**src/design/kdlp_pkg.sv**
```systemverilog
// Shared types and constants for the key debounce / long-press block.
package kdlp_pkg;

    // Key port decode
    localparam logic [7:0] KEY_MASK      = 8'hb4;
    localparam logic [7:0] PAT_KEY_2     = 8'hb0;
    localparam logic [7:0] PAT_KEY_4     = 8'ha4;
    localparam logic [7:0] PAT_KEY_5     = 8'h94;
    localparam logic [7:0] PAT_KEY_POWER = 8'h34;

    localparam logic [2:0] KEY_NONE  = 3'd0;
    localparam logic [2:0] KEY_2     = 3'd2;
    localparam logic [2:0] KEY_4     = 3'd4;
    localparam logic [2:0] KEY_5     = 3'd5;
    localparam logic [2:0] KEY_POWER = 3'd7;

    // Configuration register indexes
    localparam logic [1:0] CFG_DEBOUNCE_TICKS     = 2'd0;
    localparam logic [1:0] CFG_TICKS_PER_SECOND   = 2'd1;
    localparam logic [1:0] CFG_LONG_PRESS_SECONDS = 2'd2;

    // Configuration reset values
    localparam logic [7:0] RST_DEBOUNCE_TICKS     = 8'd5;
    localparam logic [7:0] RST_TICKS_PER_SECOND   = 8'd100;
    localparam logic [2:0] RST_LONG_PRESS_SECONDS = 3'd3;

    // One result item
    typedef struct packed {
        logic       event_long;
        logic [2:0] event_key;
        logic       event_valid;
    } key_event_t;

    function automatic logic [2:0] decode_port(input logic [7:0] sample);
        logic [2:0] key;
        case (sample & KEY_MASK)
            PAT_KEY_2:     key = KEY_2;
            PAT_KEY_4:     key = KEY_4;
            PAT_KEY_5:     key = KEY_5;
            PAT_KEY_POWER: key = KEY_POWER;
            default:       key = KEY_NONE;
        endcase
        return key;
    endfunction

endpackage

```
**src/design/kdlp_core.sv**
```systemverilog
// Press timing state, configuration registers and per-tick event logic.
module kdlp_core (
    input  logic                aclk,
    input  logic                aresetn,
    input  logic                cfg_we,
    input  logic [1:0]          cfg_addr,
    input  logic [7:0]          cfg_wdata,
    input  logic                step,
    input  logic [7:0]          port_sample,
    output kdlp_pkg::key_event_t ev
);
    import kdlp_pkg::*;

    logic [7:0] debounce_reg;
    logic [7:0] tps_reg;
    logic [2:0] lps_reg;

    logic [2:0] held_key_reg,      held_key_next;
    logic       press_counting_reg, press_counting_next;
    logic [7:0] hold_ticks_reg,    hold_ticks_next;
    logic [2:0] hold_seconds_reg,  hold_seconds_next;
    logic       long_reported_reg, long_reported_next;

    // Configuration writes
    always_ff @(posedge aclk) begin
        if (!aresetn) begin
            debounce_reg <= RST_DEBOUNCE_TICKS;
            tps_reg      <= RST_TICKS_PER_SECOND;
            lps_reg      <= RST_LONG_PRESS_SECONDS;
        end else if (cfg_we) begin
            unique case (cfg_addr)
                CFG_DEBOUNCE_TICKS:     debounce_reg <= cfg_wdata;
                CFG_TICKS_PER_SECOND:   tps_reg      <= cfg_wdata;
                CFG_LONG_PRESS_SECONDS: lps_reg      <= cfg_wdata[2:0];
                default: ;
            endcase
        end
    end

    // Next state and event for the current tick
    always_comb begin
        logic [2:0] key;
        logic       counting;
        logic [2:0] secs_inc;
        key                 = decode_port(port_sample);
        held_key_next       = held_key_reg;
        press_counting_next = press_counting_reg;
        hold_ticks_next     = hold_ticks_reg;
        hold_seconds_next   = hold_seconds_reg;
        long_reported_next  = long_reported_reg;
        ev                  = '0;
        secs_inc            = 3'd0;

        // key change: release or start of a new press
        if (key != held_key_reg) begin
            if (key == KEY_NONE) begin
                press_counting_next = 1'b0;
                if (held_key_reg == KEY_POWER) begin
                    if (long_reported_reg) begin
                        long_reported_next = 1'b0;
                    end else if (hold_seconds_reg != 3'd0 ||
                                 hold_ticks_reg > debounce_reg) begin
                        ev.event_valid = 1'b1;
                        ev.event_key   = KEY_POWER;
                    end
                end
            end else begin
                press_counting_next = 1'b1;
                hold_ticks_next     = 8'd0;
                hold_seconds_next   = 3'd0;
            end
            held_key_next = key;
        end

        // press timing
        counting = press_counting_next;
        if (counting) begin
            if (hold_ticks_next == debounce_reg) begin
                if (held_key_next != KEY_POWER) begin
                    press_counting_next = 1'b0;
                    ev.event_valid      = 1'b1;
                    ev.event_key        = held_key_next;
                end
            end else if (hold_ticks_next == tps_reg) begin
                secs_inc = hold_seconds_next + 3'd1;
                if (secs_inc == lps_reg) begin
                    long_reported_next  = 1'b1;
                    hold_seconds_next   = 3'd0;
                    press_counting_next = 1'b0;
                    ev.event_valid      = 1'b1;
                    ev.event_key        = held_key_next;
                    ev.event_long       = 1'b1;
                end else begin
                    hold_seconds_next = secs_inc;
                    hold_ticks_next   = 8'd0;
                end
            end
            hold_ticks_next = hold_ticks_next + 8'd1;
        end
    end

    // State update on each processed tick
    always_ff @(posedge aclk) begin
        if (!aresetn) begin
            held_key_reg       <= KEY_NONE;
            press_counting_reg <= 1'b0;
            hold_ticks_reg     <= 8'd0;
            hold_seconds_reg   <= 3'd0;
            long_reported_reg  <= 1'b0;
        end else if (step) begin
            held_key_reg       <= held_key_next;
            press_counting_reg <= press_counting_next;
            hold_ticks_reg     <= hold_ticks_next;
            hold_seconds_reg   <= hold_seconds_next;
            long_reported_reg  <= long_reported_next;
        end
    end

endmodule

```
**src/design/key_debounce_long_press.sv**
```systemverilog
// Top level: key debounce with long-press detection on a streaming interface.
//
//  channel   dir  handshake          payload
//  s_        in   s_tvalid/s_tready  s_tdata[7:0] = port_sample
//  m_        out  m_tvalid/m_tready  m_tdata[7:0] = event_valid, event_key, event_long
//  cfg_      in   cfg_we             cfg_addr, cfg_wdata
//
// One transaction in each cycle while m_tready stays high; a tick is taken into the input
// register, then the event logic feeds the result register.
// aresetn is synchronous, active low; it clears the press state and loads the
// default timing registers.
// A stalled result register holds; the input register still takes a tick
// whenever it is empty or moves on in the same cycle.
module key_debounce_long_press (
    input  logic       aclk,
    input  logic       aresetn,
    input  logic       s_tvalid,
    output logic       s_tready,
    input  logic [7:0] s_tdata,   // [7:0] port_sample
    output logic       m_tvalid,
    input  logic       m_tready,
    output logic [7:0] m_tdata,   // [0] event_valid, [3:1] event_key, [4] event_long, [7:5] 0
    input  logic       cfg_we,
    input  logic [1:0] cfg_addr,
    input  logic [7:0] cfg_wdata
);
    import kdlp_pkg::*;

    logic       in_valid_reg;
    logic [7:0] in_data_reg;
    logic       out_valid_reg;
    key_event_t out_ev_reg;
    key_event_t ev;
    logic       advance;

    assign advance  = in_valid_reg && (!out_valid_reg || m_tready);
    assign s_tready = !in_valid_reg || advance;

    // Input register
    always_ff @(posedge aclk) begin
        if (!aresetn) begin
            in_valid_reg <= 1'b0;
        end else if (s_tvalid && s_tready) begin
            in_valid_reg <= 1'b1;
        end else if (advance) begin
            in_valid_reg <= 1'b0;
        end
    end

    always_ff @(posedge aclk) begin
        if (s_tvalid && s_tready) begin
            in_data_reg <= s_tdata;
        end
    end

    kdlp_core u_core (
        .aclk        (aclk),
        .aresetn     (aresetn),
        .cfg_we      (cfg_we),
        .cfg_addr    (cfg_addr),
        .cfg_wdata   (cfg_wdata),
        .step        (advance),
        .port_sample (in_data_reg),
        .ev          (ev)
    );

    // Result register
    always_ff @(posedge aclk) begin
        if (!aresetn) begin
            out_valid_reg <= 1'b0;
        end else if (advance) begin
            out_valid_reg <= 1'b1;
        end else if (m_tready) begin
            out_valid_reg <= 1'b0;
        end
    end

    always_ff @(posedge aclk) begin
        if (advance) begin
            out_ev_reg <= ev;
        end
    end

    assign m_tvalid = out_valid_reg;
    assign m_tdata  = {3'b000, out_ev_reg};

endmodule

```
**config.mk**
```make
export PLATFORM = sky130hd
export DESIGN_NAME = key_debounce_long_press
export DESIGN_NICKNAME = d
export VERILOG_FILES = /design/src/design/kdlp_pkg.sv /design/src/design/kdlp_core.sv /design/src/design/key_debounce_long_press.sv
export SDC_FILE = /design/constraint.sdc
export NUM_CORES = 1
export LEC_CHECK = 0
export ABC_CLOCK_PERIOD_IN_PS = 11900
export BUFFER_PORTS_ARGS = -buffer_cell sky130_fd_sc_hd__buf_2
export CORE_UTILIZATION = 60
export CTS_CLUSTER_DIAMETER = 100
export DETAILED_ROUTE_END_ITERATION = 10
export HOLD_SLACK_MARGIN = 0.03
export PLACE_DENSITY = 0.88
export SLEW_MARGIN = 20
export SYNTH_ARGS = -nofsm -noshare
export SYNTH_HDL_FRONTEND = slang
export SYNTH_HIERARCHICAL = 1
export SYNTH_SLANG_ARGS = --single-unit
```
**constraint.sdc**
```tcl
create_clock -name aclk -period 11.9 [get_ports aclk]
set_input_delay 1.19 -clock aclk [delete_from_list [all_inputs] [get_ports aclk]]
set_output_delay 1.19 -clock aclk [all_outputs]
set_load 0.1 [all_outputs]
```
Yosys cells after proc, flatten, opt, wreduce, memory -nomap -nowiden --
Index checks and enable logic that the tools add are counted.
Operators by class: magnitude comparators 1, reductions and logical operators 16, mux-type cells 43, bitwise gates (word level) 2, equal/unequal tests 12, $mul 0, shift operators 0, divide/modulo/power cells 0, $add $sub $neg 2
Operators by type and width (number):
- 8-bit 2-to-1 mux | 7
- 4-bit 2-to-1 mux | 8
- 3-bit 2-to-1 mux | 7
- 1-bit 2-to-1 mux | 18
- 8-bit == test | 2
- 4-bit == test, second input constant | 3
- 3-bit case mux with 4 select lines | 1
- 5-bit 2-to-1 mux | 2
- 8-bit by 1-bit adder with 8-bit output, second input constant | 1
- 8-bit > comparator | 1
- 2-bit AND reduction | 3
- 4-bit by 3-bit == test with 1-bit output, second input constant | 1
- 2-bit nonzero test | 2
- 3-bit by 1-bit adder with 3-bit output, second input constant | 1
- 3-bit == test | 1
- 3-bit == test, second input constant | 1
- 3-bit logical NOT | 1
- 1-bit logical OR | 3
- 3-bit != test | 1
- 3-bit != test, second input constant | 1
- 3-bit nonzero test | 1
- 3-bit OR reduction | 1
- 2-bit by 1-bit == test with 1-bit output, second input constant | 1
- 2-bit == test, second input constant | 1
- other kinds (4) | 7
Storage, ports and cells: output and inout port bits 10, word-level logic and storage cells 90, memories kept 0, ROM bits 0, RAM bits 0, input port bits 23, bits in latches 0, bits in registers 50

Logic depth before layout (Yosys ltp) --
Gate-level depths: netlist of the first run.
depth in word-level cells 13, gate-level depth with buffers 18, gate-level depth less buffers 16

Modules after synthesis --
The synthesis of the first run kept the hierarchy.
By module, submodules not included:
- kdlp_core | cells an instance 351, sequential area each 700.7 sq um, area each 2636.3 sq um, instances 1
- key_debounce_long_press | cells an instance 26, sequential area each 430.4 sq um, area each 520.5 sq um, instances 1

Worst setup path before layout of the first run --
OpenSTA, ideal clock, no wires.
path kind register to register, from register in_data_reg[5], to register u_core.hold_ticks_reg[6], data arrival time 4.180 ns, path buffers 1, setup slack 7.600 ns, library setup time 0.120 ns, data required time 11.780 ns, cell stages (with the launch flop) 18, clock period less this slack 4.300 ns, cells stage by stage edfxtp_1 > xnor2_1 > a2111o_1 > and3_1 > buf_6 > and3_1 > ha_1 > xnor2_1 > xor2_1 > a31oi_1 > o32ai_1 > o31ai_2 > nor2_1 > ha_1 > nand3_1 > or4_1 > or2_0 > a211o_1
On the way: cells in the longest elaborated chain, start to end 13, elaborated cells between the ends (all ways) 23, classes of those cells add/sub (2); eq/ne (8); mux (12); reduce/logical (1)
Ends and longest elaborated chain:
- start: declaration | RTL line key_debounce_long_press.sv:30 | logic [7:0] in_data_reg;
- start signal: assignment | RTL line key_debounce_long_press.sv:52 | in_data_reg <= s_tdata;
- 4-bit by 3-bit == test with 1-bit output or 4-bit == test (tied branches) | RTL line kdlp_pkg.sv:36 | case (sample & KEY_MASK)
- 3-bit case mux with 4 select lines (*) | RTL line kdlp_pkg.sv:36
- 3-bit logical NOT | RTL line kdlp_core.sv:56 | if (key == KEY_NONE) begin
- 3-bit 2-to-1 mux | RTL line kdlp_core.sv:56
- 3-bit 2-to-1 mux | RTL line kdlp_core.sv:55 | if (key != held_key_reg) begin
- 3-bit by 1-bit adder with 3-bit output | RTL line kdlp_core.sv:85 | secs_inc = hold_seconds_next + 3'd1;
- 3-bit == test | RTL line kdlp_core.sv:86 | if (secs_inc == lps_reg) begin
- 8-bit 2-to-1 mux | RTL line kdlp_core.sv:86
- 8-bit 2-to-1 mux | RTL line kdlp_core.sv:84 | end else if (hold_ticks_next == tps_reg) begin
- 8-bit 2-to-1 mux | RTL line kdlp_core.sv:78 | if (hold_ticks_next == debounce_reg) begin
- 8-bit 2-to-1 mux | RTL line kdlp_core.sv:77 | if (counting) begin
- 8-bit by 1-bit adder with 8-bit output | RTL line kdlp_core.sv:98 | hold_ticks_next = hold_ticks_next + 8'd1;
- 8-bit 2-to-1 mux (*) | RTL line kdlp_core.sv:77
- end signal: assignment | RTL line kdlp_core.sv:113 | hold_ticks_reg <= hold_ticks_next;
- end: declaration | RTL line kdlp_core.sv:20 | logic [7:0] hold_ticks_reg, hold_ticks_next;
Mark *: on every way between the ends. The rest lies on a longest branch, timed or not. The select of a mux whose other input is x is not followed. A chain may end at the register's enable or synchronous reset.

Worst setup path in the final report of the first run --
from register in_data_reg[2], to register u_core.hold_ticks_reg[6]
The elaborated chain is that of the path after synthesis.

==> reports/summary.txt, run 1 <==
Cts bufs inserted: 5
Fin Setup TNS: 0 ns
Fin. Hold Viols: 0
Cell Area, Synth: 0.00304 mm^2
R2r setup slk: 6.59 ns
Hold-fix buffers, CTS: 0
Synthesis Warnings: 6
Max-slew headroom: 34.2%
Setup-failing EPs final: 0
Ratio of cells with drive above 1 in the final layout: 10.3%
Crit. End Element: flip-flop
H-tree Lvls: 2
R2R depth: 15
HPWL Detailed: 5.27 mm
Initial antenna violation count: 0
FP Rows: 25
Nets@finish: 419
Syn Inst Count: 373
Clock Latency Late Sink: 0.29 ns
DRT iter0 DRCs: 320
Final period util: 44.6%
RR Startpoint: in_data_reg[2]
DRT Pass-1 Iters: 7
VDD IR max: 0.0877 mV
Die Y: 73.1 um
WHS Path Cells: 2
Worst setup path class: flip-flop to flip-flop
Setup ws final: 6.59 ns
Worst hold-check path type: flip-flop to flip-flop
Worst-margin pin slew: 0.988 ns
Final Wtd Congestion: 1.01
Vias in the first global route: 2,561
Fin cells: 454
Unrepaired setup endpoints after global routing: no
TritonCTS clock tree: built
Post_cts resized: 0
Largest net degree at the start of global routing: 25
Root buf cell: clkbuf_8
GRT Util Overall: 29.0%
Status: finished clean
Hold Crit Start: u_core/lps_reg[1]
Setup Buffers After CTS: 0
R2R Path End: u_core/hold_ticks_reg[6]
CTS clk-pin slew, worst paths: 0.08 ns
Via/cell ratio: 6.43
Critical-path maximum fanout: 13
Synthesis-to-finish area growth: 7.42%
Slew Limit Fails: 0
GR Overflow Total: 0
IO buf count: 25
Overall power: 0.339 mW
PwrDens: 104 mW/mm^2
Fmax: 188 MHz
Max Cap Violations: 0
First-pass GRT wire length: 11.9 mm
Min cycle time layout: 5.31 ns
Fill cells: 385
Hold Path Sink: u_core/lps_reg[1]
Core ar.: 0.00479 mm^2
Routed length per placed instance: 16.3 um
Placement Setup Slack: 6.80 ns
P_leak: 1.36 nW
Die area: 0.00535 mm^2
Boundary Pins: 33
Critical Path RT: 12.09 ns
Clock Tree Buf Depth: 2
Post-Place Cells: 446
Via count: 2,919
Die span in x: 73.1 um
Commonest non-fill, non-tap cell in the layout: nor2_1
Syn_area_per_cell: 8.14 um^2
Routed WL: 7.40 mm
Final hold slack: 0.518 ns
Clock skew: 0.00508 ns
Antenna-violating nets left: 0
Most frequent cells in the layout: nor2_1, dfxtp_1, nand2_1, buf_2, inv_1
CP startpoint kind: flip-flop
Initial core utilization: 63.5%
Ant diodes: 0
Crit path arrival time: 5.49 ns
Clk sinks: 46
Drt drc: 0
==> worst max-delay path, cell delays in order, from the launching register on <==
cell      delay [ns]
edfxtp_1        0.64
and4b_1         0.28
a22oi_1         0.79
and3_1          0.29
ha_1            0.23
xnor2_1         0.22
xor2_1          0.18
a31oi_1         0.13
o32ai_1         0.69
o31ai_2         0.27
nor2_1          0.19
ha_1            0.26
nand3_1         0.13
or4_1           0.43
or2_0           0.21
a211o_1         0.26
==> layer usage <==
metal | vias to the layer above | global-route usage, % | share of wire, %
li1 | 1377 | - | -
met1 | 1373 | 38.7 | 44
met2 | 145 | 45.4 | 46
met3 | 24 | 5.25 | 7.4
met4 | 0 | 13.5 | 2.8
met5 | - | 0 | 0
==> how the worst max path moves through the flow <==
stage	end	startpoint	slack, ns	cells after the start
3_3_place_gp	u_core/hold_ticks_reg[6]	in_data_reg[2]	6.90	15
5_1_grt	u_core/hold_ticks_reg[6]	in_data_reg[2]	6.32	15
2_1_floorplan	u_core/hold_ticks_reg[6]	in_data_reg[5]	7.60	17
6_report	u_core/hold_ticks_reg[6]	in_data_reg[2]	6.59	15
4_1_cts	u_core/hold_ticks_reg[6]	in_data_reg[4]	6.71	15
3_5_place_dp	u_core/hold_ticks_reg[6]	in_data_reg[4]	6.80	15
==> report_power, final <==
part / total (mW) / switching (mW) / leakage (nW) / internal (mW)
clock network: 0.112 / 0.0518 / 0.0566 / 0.0601
logic: 0.0569 / 0.0391 / 0.913 / 0.0178
registers: 0.170 / 0.00665 / 0.387 / 0.164
==> through the flow <==
stage | utilization [%] | cell area, um^2
2_1_floorplan | - | 3040
3_3_place_gp | 65.8 | 3150
3_5_place_dp | 65.8 | 3150
4_1_cts | 68.2 | 3260
5_1_grt | 68.2 | 3260
6_report | 68.2 | 3260
==> cell type report <==
class	count	area [um^2]	area share, %
clock buffer	8	111	3.41
inverter	24	90.1	2.76
multi-input combinational	282	1830	56.0
sequential	46	1010	31.0
tap	67	83.8	2.57
timing repair buffer	27	140	4.30
(Power assumes the default switching activity.)
==> run 2, diff against run 1 <==
ABC_AREA = 1   (was default)
ABC_CLOCK_PERIOD_IN_PS = 5300   (was 11900)
CORE_UTILIZATION = 59   (was 60)
PLACE_DENSITY = 0.87   (was 0.88)
clock period = 5.3 ns   (was 11.9 ns; I/O delays follow)
==> reports/summary.txt, run 2 <==
Critical Path RT: 5.51 ns (-6.58 ns)
P_leak: 1.43 nW (+5.7%)
Clock Latency Late Sink: 0.30 ns (about the same)
Min cycle time layout: 3.59 ns (-1.72 ns)
Antenna-violating nets left: 0 (unchanged)
Worst hold-check path type: primary input to flip-flop
Ratio of cells with drive above 1 in the final layout: 14.7% (+4.4 points)
R2R depth: 26 (+11)
Post-route cell area: 0.00306 mm^2 (-6.1%)
Clk sinks: 46 (unchanged)
Drt drc: 0 (unchanged)
Initial antenna violation count: 0 (unchanged)
HPWL Detailed: 4.46 mm (-15%)
Post_cts resized: 0 (unchanged)
Status: finished clean
Routed length per placed instance: 12.6 um (-23%)
M1 GR Usage: 30.9% (-7.7 points)
GR Overflow Total: 0 (unchanged)
TritonCTS clock tree: built
RR Startpoint: in_data_reg[7]
Syn_area_per_cell: 7.10 um^2 (-13%)
Largest net degree at the start of global routing: 31 (+24%)
Max-slew headroom: 50.0% (+16 points)
DRT Pass-1 Iters: 5 (-2)
DP Area: 0.00295 mm^2 (-6.3%)
FP Rows: 24 (-4.0%)
Cell Area, Synth: 0.00281 mm^2 (-7.4%)
Boundary Pins: 33 (unchanged)
Die span in x: 71.0 um (-2.9%)
Syn Inst Count: 396 (+6.2%)
H-tree Lvls: 2 (unchanged)
Final hold slack: 0.397 ns (-0.121 ns)
Most frequent cells in the layout: nand2_1, inv_1, nor2_1, dfxtp_1
Vias in the first global route: 2,462 (-3.9%)
First-pass GRT wire length: 10.4 mm (-13%)
Fmax: 278 MHz (+48%)
Setup Buffers After CTS: 0 (unchanged)
GRT Util Overall: 25.7% (-3.3 points)
DRT iter0 DRCs: 119 (-63%)
Crit path arrival time: 3.80 ns (-1.69 ns)
Final Wtd Congestion: 0.867 (-14%)
Cts bufs inserted: 5 (unchanged)
Hold Crit Start: s_tdata[7]
Clock Tree Buf Depth: 2 (unchanged)
GRT busiest layer: met2
CP startpoint kind: flip-flop
Clock skew: 0.00477 ns (-0.000308 ns)
IO buf count: 25 (unchanged)
Ant diodes: 0 (unchanged)
Worst-margin pin slew: 0.745 ns (-0.243 ns)
Synthesis-to-finish area growth: 8.90%
Via count: 2,623 (-10%)
Routed WL: 5.97 mm (-19%)
Synthesis Warnings: 6 (unchanged)
Fill cells: 354 (-8.1%)
Unrepaired setup endpoints after global routing: no
R2r setup slk: 1.71 ns (-4.88 ns)
Commonest non-fill, non-tap cell in the layout: nand2_1
Core ar.: 0.00447 mm^2 (-6.5%)
WHS Path Cells: 1 (-1)
Hold-fix buffers, CTS: 0 (unchanged)
Fin Setup TNS: 0 ns (unchanged)
Crit. End Element: flip-flop
Via/cell ratio: 5.55 (-14%)
Root buf cell: clkbuf_8
CTS clk-pin slew, worst paths: 0.09 ns (about the same)
Worst setup path class: flip-flop to flip-flop
Initial core utilization: 62.9% (-0.59 points)
Overall power: 0.818 mW (+140%)
VDD IR max: 0.167 mV (+90%)
Hold Path Sink: in_data_reg[7]
Slew Limit Fails: 0 (unchanged)
Final period util: 67.8% (+23 points)
Die area: 0.00505 mm^2 (-5.6%)
GR Util met3: 5.41% (+0.16 points)
PwrDens: 267 mW/mm^2 (+160%)
Fin. Hold Viols: 0 (unchanged)
Critical-path maximum fanout: 28 (+15)
Nets@finish: 453 (+8.1%)
Setup-failing EPs final: 0 (unchanged)
Max Cap Violations: 0 (unchanged)
Met2 Use GR: 45.1% (-0.28 points)
Die Y: 71.0 um (-2.9%)
R2R Path End: u_core/hold_ticks_reg[4]
[run 2: worst max-delay path: stages, from the launching register on]
cell	delay, ns
edfxtp_1	0.44
inv_1	0.14
nand2_2	0.08
nand2_2	0.09
nand2_4	0.07
nand2_2	0.07
nand2_2	0.06
nor2_4	0.12
nand2_4	0.08
nand2_8	0.16
and2_1	0.18
ha_1	0.26
xnor2_1	0.15
inv_1	0.06
nor2_2	0.16
nand2_2	0.11
nand3_4	0.16
inv_2	0.09
nor2_1	0.15
ha_1	0.21
inv_1	0.05
nor2_1	0.09
nand3_1	0.14
o21ai_0	0.18
nand3_1	0.09
nand2_1	0.07
inv_1	0.03
[run 2: cell type report]
| cell class | instances | area [um^2] | share of cell area [%] |
|---|---|---|---|
| multi-input combinational | 287 | 1540 | 50.3 |
| sequential | 46 | 1010 | 33.0 |
| inverter | 54 | 203 | 6.62 |
| timing repair buffer | 26 | 133 | 4.33 |
| clock buffer | 6 | 72.6 | 2.37 |
| tap | 52 | 65.1 | 2.12 |
| clock inverter | 2 | 37.5 | 1.23 |
[run 2: stage by stage]
step                      setup slack [ns]  instances  util [%]
final                                 1.71        473      68.5
after global routing                  1.40        473      68.5
after CTS                             1.74        473      68.5
after detailed placement              1.77        465      66.0
after global placement                1.89        465      66.0
after floorplan                       2.13        398         -
[run 2: worst max path at each step]
stage	start	end	slack, ns
floorplan	in_data_reg[7]	u_core/hold_ticks_reg[6]	2.13
global placement	in_data_reg[7]	u_core/hold_ticks_reg[6]	1.89
detailed placement	in_data_reg[7]	u_core/hold_ticks_reg[4]	1.77
CTS	in_data_reg[7]	u_core/hold_ticks_reg[4]	1.74
global route	in_data_reg[7]	u_core/hold_ticks_reg[4]	1.40
finish	in_data_reg[7]	u_core/hold_ticks_reg[4]	1.71
[run 2: power breakdown]
group / total, mW / internal [mW] / switching [mW]
clock network: 0.262 / 0.141 / 0.121
logic: 0.165 / 0.0509 / 0.114
registers: 0.391 / 0.374 / 0.0161
[run 2: routing by layer]
metal  wire length, um  vias to the layer above
met5                 0                        -
met1              2640                     1167
met2              2920                      108
met4                80                        0
li1                  -                     1337
met3               335                       11
==> run 3, diff against run 2 <==
ABC_AREA = 0   (was 1)
ABC_CLOCK_PERIOD_IN_PS = 2900   (was 5300)
CORE_UTILIZATION = 54   (was 59)
PLACE_DENSITY = 0.84   (was 0.87)
clock period = 2.9 ns   (was 5.3 ns; I/O delays follow)
==> reports/summary.txt, run 3 (synthesized netlist as in run 1, its figures left out) <==
Crit. Startpoint: in_data_reg[7]
VDD IR max: 0.363 mV (+120%)
P_leak: 1.79 nW (+25%)
Routed length per placed instance: 18.2 um (+44%)
Setup-failing EPs final: 18 (+18)
GRT Util Overall: 31.9% (+6.2 points)
Max Cap Violations: 0 (unchanged)
Vias in the first global route: 3,042 (+24%)
Nets@finish: 497 (+9.7%)
Worst hold-check path type: primary input to flip-flop
Clk sinks: 46 (unchanged)
Routed WL: 9.75 mm (+63%)
Worst-margin pin slew: 0.610 ns (-0.135 ns)
Synthesis-to-finish area growth: 37.1%
Critical Path RT: 3.10 ns (-2.41 ns)
R2R Path End: u_core/hold_ticks_reg[6]
DRT Pass-1 Iters: 5 (unchanged)
HPWL Detailed: 6.32 mm (+42%)
DRT iter0 DRCs: 398 (+230%)
Via/cell ratio: 6.25 (+13%)
IO buf count: 25 (unchanged)
Initial antenna violation count: 0 (unchanged)
Fmax: 241 MHz (-14%)
Setup ws final: -1.26 ns (-2.96 ns)
Setup crit end: u_core/hold_ticks_reg[6]
Clock Latency Late Sink: 0.31 ns (about the same)
CTS clk-pin slew, worst paths: 0.09 ns (about the same)
FP Rows: 26 (+8.3%)
CP startpoint kind: flip-flop
Max-slew headroom: 59.0% (+9.0 points)
Reg area: 0.00101 mm^2 (unchanged)
Status: complete, but fails checks
Slew Limit Fails: 0 (unchanged)
Boundary Pins: 33 (unchanged)
Fill cells: 337 (-4.8%)
Initial core utilization: 57.6% (-5.2 points)
Clock Tree Buf Depth: 2 (unchanged)
Footprint of the multi-input gates: 0.00208 mm^2 (+35%)
Die Y: 77.0 um (+8.4%)
Ant diodes: 0 (unchanged)
TritonCTS clock tree: built
Worst setup path class: flip-flop to flip-flop
Die span in x: 77.0 um (+8.4%)
R2R depth: 16 (-38%)
First-pass GRT wire length: 14.8 mm (+42%)
Clock skew: 0.00349 ns (-0.00128 ns)
Ratio of cells with drive above 1 in the final layout: 33.1% (+18 points)
Root buf cell: clkbuf_8
Final period util: 143% (+76 points)
Min cycle time layout: 4.16 ns (+0.565 ns)
GR Overflow Total: 0 (unchanged)
Commonest non-fill, non-tap cell in the layout: buf_4
Antenna-violating nets left: 0 (unchanged)
Core ar.: 0.00527 mm^2 (+18%)
RR Startpoint: in_data_reg[7]
Die area: 0.00593 mm^2 (+17%)
H-tree Lvls: 2 (unchanged)
R2r setup slk: -1.26 ns (-2.96 ns)
Critical-path maximum fanout: 5 (-82%)
Via count: 3,342 (+27%)
Failing checks: negative setup slack
Unrepaired setup endpoints after global routing: yes
Crit. End Element: flip-flop
Cts bufs inserted: 5 (unchanged)
Fin. Hold Viols: 0 (unchanged)
Placement Setup Slack: -1.14 ns (-2.91 ns)
Largest net degree at the start of global routing: 25 (-19%)
Final hold slack: 0.153 ns (-0.244 ns)
Crit path arrival time: 4.36 ns (+0.56 ns)
PwrDens: 357 mW/mm^2 (+34%)
Final Wtd Congestion: 0.879 (+1.4%)
Most frequent cells in the layout: buf_4, dfxtp_1, nor2_1, nand2_1, buf_2
Drt drc: 0 (unchanged)
[run 3: layout make-up]
cell class / instances / share of cell area [%]
Clock buffer: 7 / 2.34
Tap cell: 70 / 2.10
Timing Repair Buffer: 105 / 19.1
Clock inverter: 1 / 0.180
Multi-Input combinational cell: 282 / 49.9
Sequential cell: 46 / 24.3
Inverter: 24 / 2.16
[run 3: where the power goes]
group / switching (mW) / internal, mW / leakage [nW]
Clock: 0.226 / 0.223 / 0.0496
Combinational: 0.205 / 0.141 / 1.35
Sequential: 0.0215 / 0.671 / 0.387
[run 3: timing repair]
| action | in CTS | in global routing |
|---|---|---|
| gates cloned | 0 | 0 |
| setup endpoints to repair | 18 | 18 |
| setup buffers | 11 | 19 |
| hold buffers | 0 | 0 |
| resized for setup | 24 | 34 |
| endpoints found under the hold margin | 0 | 0 |
| pin swaps | 19 | 16 |
[run 3: worst max-delay path, stage by stage, from the launching register on]
cell and delay [ns]:
edfxtp_1 0.49, xnor2_2 0.18, a2111o_1 0.39, and3_4 0.17, and3_4 0.19, ha_4 0.18
xnor2_4 0.16, xor2_1 0.18, a31oi_1 0.14, o32ai_2 0.37, o31ai_4 0.11, nor2_1 0.19
ha_2 0.24, nand3_2 0.11, or4_4 0.46, or2_1 0.24, a211o_1 0.26
[run 3: worst min path at each step]
stage               startpoint             end  slack (ns)  depth (start not counted)
floorplan           s_tdata[2]  in_data_reg[2]        0.39                          0
global placement    s_tdata[4]  in_data_reg[4]        0.47                          1
detailed placement  s_tdata[7]  in_data_reg[7]        0.47                          1
CTS                 s_tdata[7]  in_data_reg[7]        0.15                          1
global route        s_tdata[7]  in_data_reg[7]        0.15                          1
finish              s_tdata[7]  in_data_reg[7]        0.15                          1
[run 3: per-stage QoR]
stage	setup TNS (ns)	power [mW]	instances	cell area, um^2	util, %
floorplan	-4.85	0.900	375	3110	-
CTS	-5.12	1.45	521	3930	74.6
detailed placement	-6.72	0.991	503	3620	68.7
global route	-10.28	1.54	535	4160	79.0
global placement	-4.87	0.983	503	3620	68.7
finish	-7.88	1.49	535	4160	79.0
[run 3: metal layers]
layer	global-route usage [%]	vias to the layer above	wire length, um	part of all wire, %
met5	0	-	0	0
li1	-	1536	-	-
met2	51.2	218	4500	46
met4	14.7	0	357	3.7
met1	41.5	1545	3840	39
met3	5.71	43	1060	11
